==> src/fcmt_pkg.sv <==
// ----------------------------------------------------------------------------
// fcmt_pkg
// Types and constants shared by the motion tween block and its channels.
// ----------------------------------------------------------------------------
package fcmt_pkg;

   typedef enum logic [2:0] {
      MODE_TICK         = 3'd0,
      MODE_POS_TARGET   = 3'd1,
      MODE_SCALE_TARGET = 3'd2,
      MODE_SET_POS      = 3'd3,
      MODE_SET_SCALE    = 3'd4
   } mode_type;

   localparam int unsigned CSR_INDEX_WIDTH = 1;
   localparam int unsigned CSR_DATA_WIDTH  = 32;

   localparam logic [CSR_INDEX_WIDTH-1:0] CSR_ANIM_ENABLED = 1'd0;
   localparam logic [CSR_INDEX_WIDTH-1:0] CSR_DRAW_MODE    = 1'd1;

   localparam logic [1:0] DRAW_STATIC = 2'd0;
   localparam logic [1:0] DRAW_ROTATE = 2'd1;

   localparam logic [15:0] ANGLE_STEP = 16'h00B6;
   localparam logic [31:0] SCALE_ONE  = 32'h0001_0000;

   // channel slots: three axes, then the scale
   localparam int unsigned NUM_AXES  = 3;
   localparam int unsigned NUM_CHANS = 4;
   localparam int unsigned SCALE_CH  = 3;

endpackage

==> src/fcmt_div.sv <==
// ----------------------------------------------------------------------------
// fcmt_div
// Bit-serial signed divider: (target - cur) / frames, truncated toward zero.
// One quotient bit per cycle through a shift register, after an absolute-value step and before a sign fix.
// ----------------------------------------------------------------------------
module fcmt_div
   import fcmt_pkg::*;
(
   input  logic        clock,
   input  logic        reset,
   input  logic        start,
   input  logic [31:0] target,
   input  logic [31:0] cur,
   input  logic [15:0] frames,
   output logic        done,
   output logic [31:0] quot
);

   typedef enum logic [1:0] {
      D_IDLE,
      D_ABS,
      D_RUN,
      D_FIX
   } div_state_type;

   div_state_type state_ff;
   logic [31:0]   diff_ff;
   logic [31:0]   q_ff;
   logic [15:0]   rem_ff;
   logic [16:0]   den_ff;
   logic          fneg_ff;
   logic          neg_ff;
   logic [4:0]    cnt_ff;
   logic          done_ff;

   logic [16:0]   trial_in;
   logic          ge_in;
   logic [16:0]   fext_in;

   assign fext_in  = {frames[15], frames};
   assign trial_in = {rem_ff, q_ff[31]};
   assign ge_in    = (trial_in >= den_ff);

   always_ff @(posedge clock) begin
      if (reset) begin
         state_ff <= D_IDLE;
         done_ff  <= 1'b0;
      end else begin
         done_ff <= (state_ff == D_FIX);
         unique case (state_ff)
            D_IDLE: begin
               if (start) begin
                  diff_ff  <= target - cur;
                  den_ff   <= frames[15] ? (17'd0 - fext_in) : fext_in;
                  fneg_ff  <= frames[15];
                  state_ff <= D_ABS;
               end
            end
            D_ABS: begin
               neg_ff   <= diff_ff[31] ^ fneg_ff;
               q_ff     <= diff_ff[31] ? (32'd0 - diff_ff) : diff_ff;
               rem_ff   <= '0;
               cnt_ff   <= '0;
               state_ff <= D_RUN;
            end
            D_RUN: begin
               // shift in one dividend bit, restore when the trial falls short
               rem_ff <= ge_in ? 16'(trial_in - den_ff) : trial_in[15:0];
               q_ff   <= {q_ff[30:0], ge_in};
               cnt_ff <= cnt_ff + 5'd1;
               if (cnt_ff == 5'd31) begin
                  state_ff <= D_FIX;
               end
            end
            D_FIX: begin
               q_ff     <= neg_ff ? (32'd0 - q_ff) : q_ff;
               state_ff <= D_IDLE;
            end
            default: state_ff <= D_IDLE;
         endcase
      end
   end

   assign done = done_ff;
   assign quot = q_ff;

endmodule
==> config.mk <==
export PLATFORM = sky130hd
export DESIGN_NAME = fcmt_div
export DESIGN_NICKNAME = d
export VERILOG_FILES = /design/src/fcmt_pkg.sv /design/src/fcmt_div.sv
export SDC_FILE = /design/constraint.sdc
export NUM_CORES = 1
export LEC_CHECK = 0
export ABC_CLOCK_PERIOD_IN_PS = 4300
export BUFFER_PORTS_ARGS = -buffer_cell sky130_fd_sc_hd__buf_2
export CORE_ASPECT_RATIO = 1.25
export CORE_UTILIZATION = 25
export DETAILED_ROUTE_END_ITERATION = 7
export GPL_TIMING_DRIVEN = 1
export PLACE_DENSITY_LB_ADDON = 0.25
export SYNTH_ARGS = -nofsm -noshare
export SYNTH_HDL_FRONTEND = slang
export SYNTH_SLANG_ARGS = --single-unit
==> constraint.sdc <==
create_clock -name clock -period 4.3 [get_ports clock]
set_clock_uncertainty 0.1 [all_clocks]
set_input_delay 0.645 -clock clock [delete_from_list [all_inputs] [get_ports clock]]
set_output_delay 0.645 -clock clock [all_outputs]
set_load 0.005 [all_outputs]
==> summary.txt <==
status = complete, no violations
syn avg cell area = 9.59 um^2
post-route minimum period = 3.99 ns
io pins = 116
CP Max Fanout = 4
filler cell count in the final layout = 3375
Skew-Pair Late Insertion Delay = 0.35 ns
DRC = 0
RSZ-0062 raised after global routing = no
IO buf count = 115
number of global-route vias before repair = 6421
CTS tree = yes
Crit path required time = 4.28 ns
Post-synth EDFFs = 104
crit path capture type = flop
Synth Net Count = 975
Core Util, Final = 0.301
leak pwr = 3.83 nW
postcts setup bufs = 0
worst reg2reg path endpoint = quot[30]$_DFFE_PP_
Sink Count = 107
Die W = 162 um
Synth cell types = 59
CTS Root Cell = clkbuf_16
R2R cell count = 9
WL/cell = 14.1 um
count leader, synth = edfxtp_1
Post-Synthesis Cells = 833
Synth area leaders = edfxtp_1, ha_1, xor2_1
final HPWL from detailed placement = 15.0 mm
Die Y = 202 um
Fin. Hold Viols = 0
nets@finish = 1090
Longest Clk Path Bufs = 2
GRT Total Usage = 0.121
post_cts resized = 0
Hold Path Class = input pin to flop
final WL = 19.1 mm
sequential cell area fraction in the yosys report = 0.399
WS Path Type = flop to flop
PwrDens = 474 mW/mm^2
most frequent cells after synthesis = edfxtp_1, inv_1, o21ai_0
largest net degree at the start of global routing = 35
Final TNS setup = 0 ns
Max-slew headroom = 0.326
Primary FF master, synth = edfxtp_1
core area = 0.0312 mm^2
cell taking the most area after synthesis = edfxtp_1
hold endpoint = den_ff[0]$_DFFE_PP_
placed inst area = 0.00909 mm^2
Initial Util = 0.256
CTS buffer count = 9
# diodes = 0
final setup vio count = 0
Min-Delay Path Depth = 1
WP data arrival = 3.98 ns
Tcrit/Tclk final = 0.928
Synth-to-Final Area Change = 17.5%
Reg clk slew, reported paths = 0.08 ns
# rows = 72
grt ovf = 0
Avg Vias per Cell = 4.60
FFs w/ async S/R, synth = 0
global-route wire length before repair = 31.6 mm
Synth Register Bits = 107
share of layout cells above drive strength 1 = 0.165
Cell Area, Synth = 0.00799 mm^2
Max Fclk = 250 MHz
# H-tree levels = 3
Final GP Congestion = 0.813
Post-DRT Antenna Nets = 0
YS warnings = 0
worst r2r src = diff_ff[14]$_DFFE_PP_
drt first-iter violations = 275
hold wc startpoint = frames[0]
cell area after layout = 0.00938 mm^2
initial antenna violation count = 0
die area = 0.0327 mm^2
Synth top area share = 0.391
DR pass1 iterations = 4
via count = 6258
MaxCap Viol Count = 0
hold buffers post-CTS = 0
Final Max Tran Viols = 0
startpoint types = flop
Peak VDD IR = 0.000241 V
R2R setup slack = 0.31 ns
Tightest Pin Transition = 1.01 ns
==> per-layer routing <==
layer	global-route usage	wire, um	vias to the layer above
met5	0	0	-
met1	0.136	8110	2849
met4	0.0404	328	0
met3	0.0250	821	14
met2	0.223	9880	111
li1	-	-	3284
==> stage by stage <==
step,setup WS (ns),hold slack [ns],total power [W],instances
3_5_place_dp,0.308,0.459,0.00369,1344
3_3_place_gp,0.321,0.450,0.00368,1344
4_1_cts,0.307,0.394,0.00453,1360
2_1_floorplan,0.473,0.410,0.00308,833
5_1_grt,0.135,0.391,0.00481,1360
6_report,0.308,0.407,0.00445,1360
==> cell type report <==
cell class	count	area, um^2	share of cell area
Clock inverter	5	47.5	0.00507
Inverter	73	274	0.0292
Sequential cell	107	3180	0.339
Clock buffer	11	243	0.0259
Timing Repair Buffer	127	666	0.0709
Tap cell	407	509	0.0543
Multi-Input combinational cell	630	4460	0.475
==> state kept, by name, indices dropped and copies added (netlist names) <==
register	count
state_ff	2
neg_ff	1
cnt_ff	5
diff_ff	32
rem_ff	16
done	1
fneg_ff	1
den_ff	17
quot	32
==> power breakdown <==
group          total [W]  internal (W)  switching (W)
registers        0.00180       0.00155       0.000244
clock network   0.000811      0.000418       0.000393
logic            0.00184      0.000790        0.00105
total            0.00445       0.00276        0.00168
==> layout by cell type (no fill, tap or decap), drive strengths merged, types with 8 or more instances in the layout <==
master / netlist / layout
nor2: 54 / 54
edfxtp: 104 / 104
a22oi: 15 / 15
nand2b: 12 / 12
nor4: 9 / 9
nor2b: 10 / 10
clkbuf: 21 / 11
a21o: 29 / 29
xnor2: 52 / 52
or4: 8 / 8
or3: 10 / 10
o31ai: 14 / 14
ha: 57 / 57
a21oi: 30 / 30
o21ai: 61 / 61
buf: 2 / 127
inv: 72 / 73
mux2i: 14 / 14
or2: 9 / 9
and2: 10 / 10
nand2: 54 / 54
nor3: 22 / 22
o41ai: 8 / 8
nand3: 19 / 19
o221ai: 11 / 11
xor2: 53 / 53
==> logic make-up after synthesis <==
| family | synth area share |
|---|---|
| adders and majority gates | 0.0943 |
| other | 0.000470 |
| muxes | 0.0194 |
| and+or+nand+nor | 0.147 |
| DFF | 0.399 |
| AOI/OAI and AO/OA | 0.180 |
| xor gates and xnor gates | 0.115 |
| buffers and inverters | 0.0451 |
==> worst max path at each step <==
stage | from | to | slack (ns) | cells after the start
floorplan | diff_ff[14]$_DFFE_PP_ | quot[29]$_DFFE_PP_ | 0.47 | 9
global placement | diff_ff[14]$_DFFE_PP_ | quot[30]$_DFFE_PP_ | 0.32 | 9
detailed placement | diff_ff[14]$_DFFE_PP_ | quot[29]$_DFFE_PP_ | 0.31 | 9
CTS | diff_ff[14]$_DFFE_PP_ | quot[30]$_DFFE_PP_ | 0.31 | 9
global route | diff_ff[14]$_DFFE_PP_ | quot[31]$_DFFE_PP_ | 0.13 | 8
finish | diff_ff[14]$_DFFE_PP_ | quot[30]$_DFFE_PP_ | 0.31 | 9
==> critical path, stage by stage, from the launching register on <==
cell and delay (ns):
edfxtp_1 0.42, or4_4 0.57, or4b_1 0.53, or4_1 0.43, or3_1 0.39, or4_1 0.41
or2_1 0.25, o41ai_1 0.31, xor2_1 0.21, o221ai_1 0.13
No activity file was read; power rests on OpenSTA's default activity.
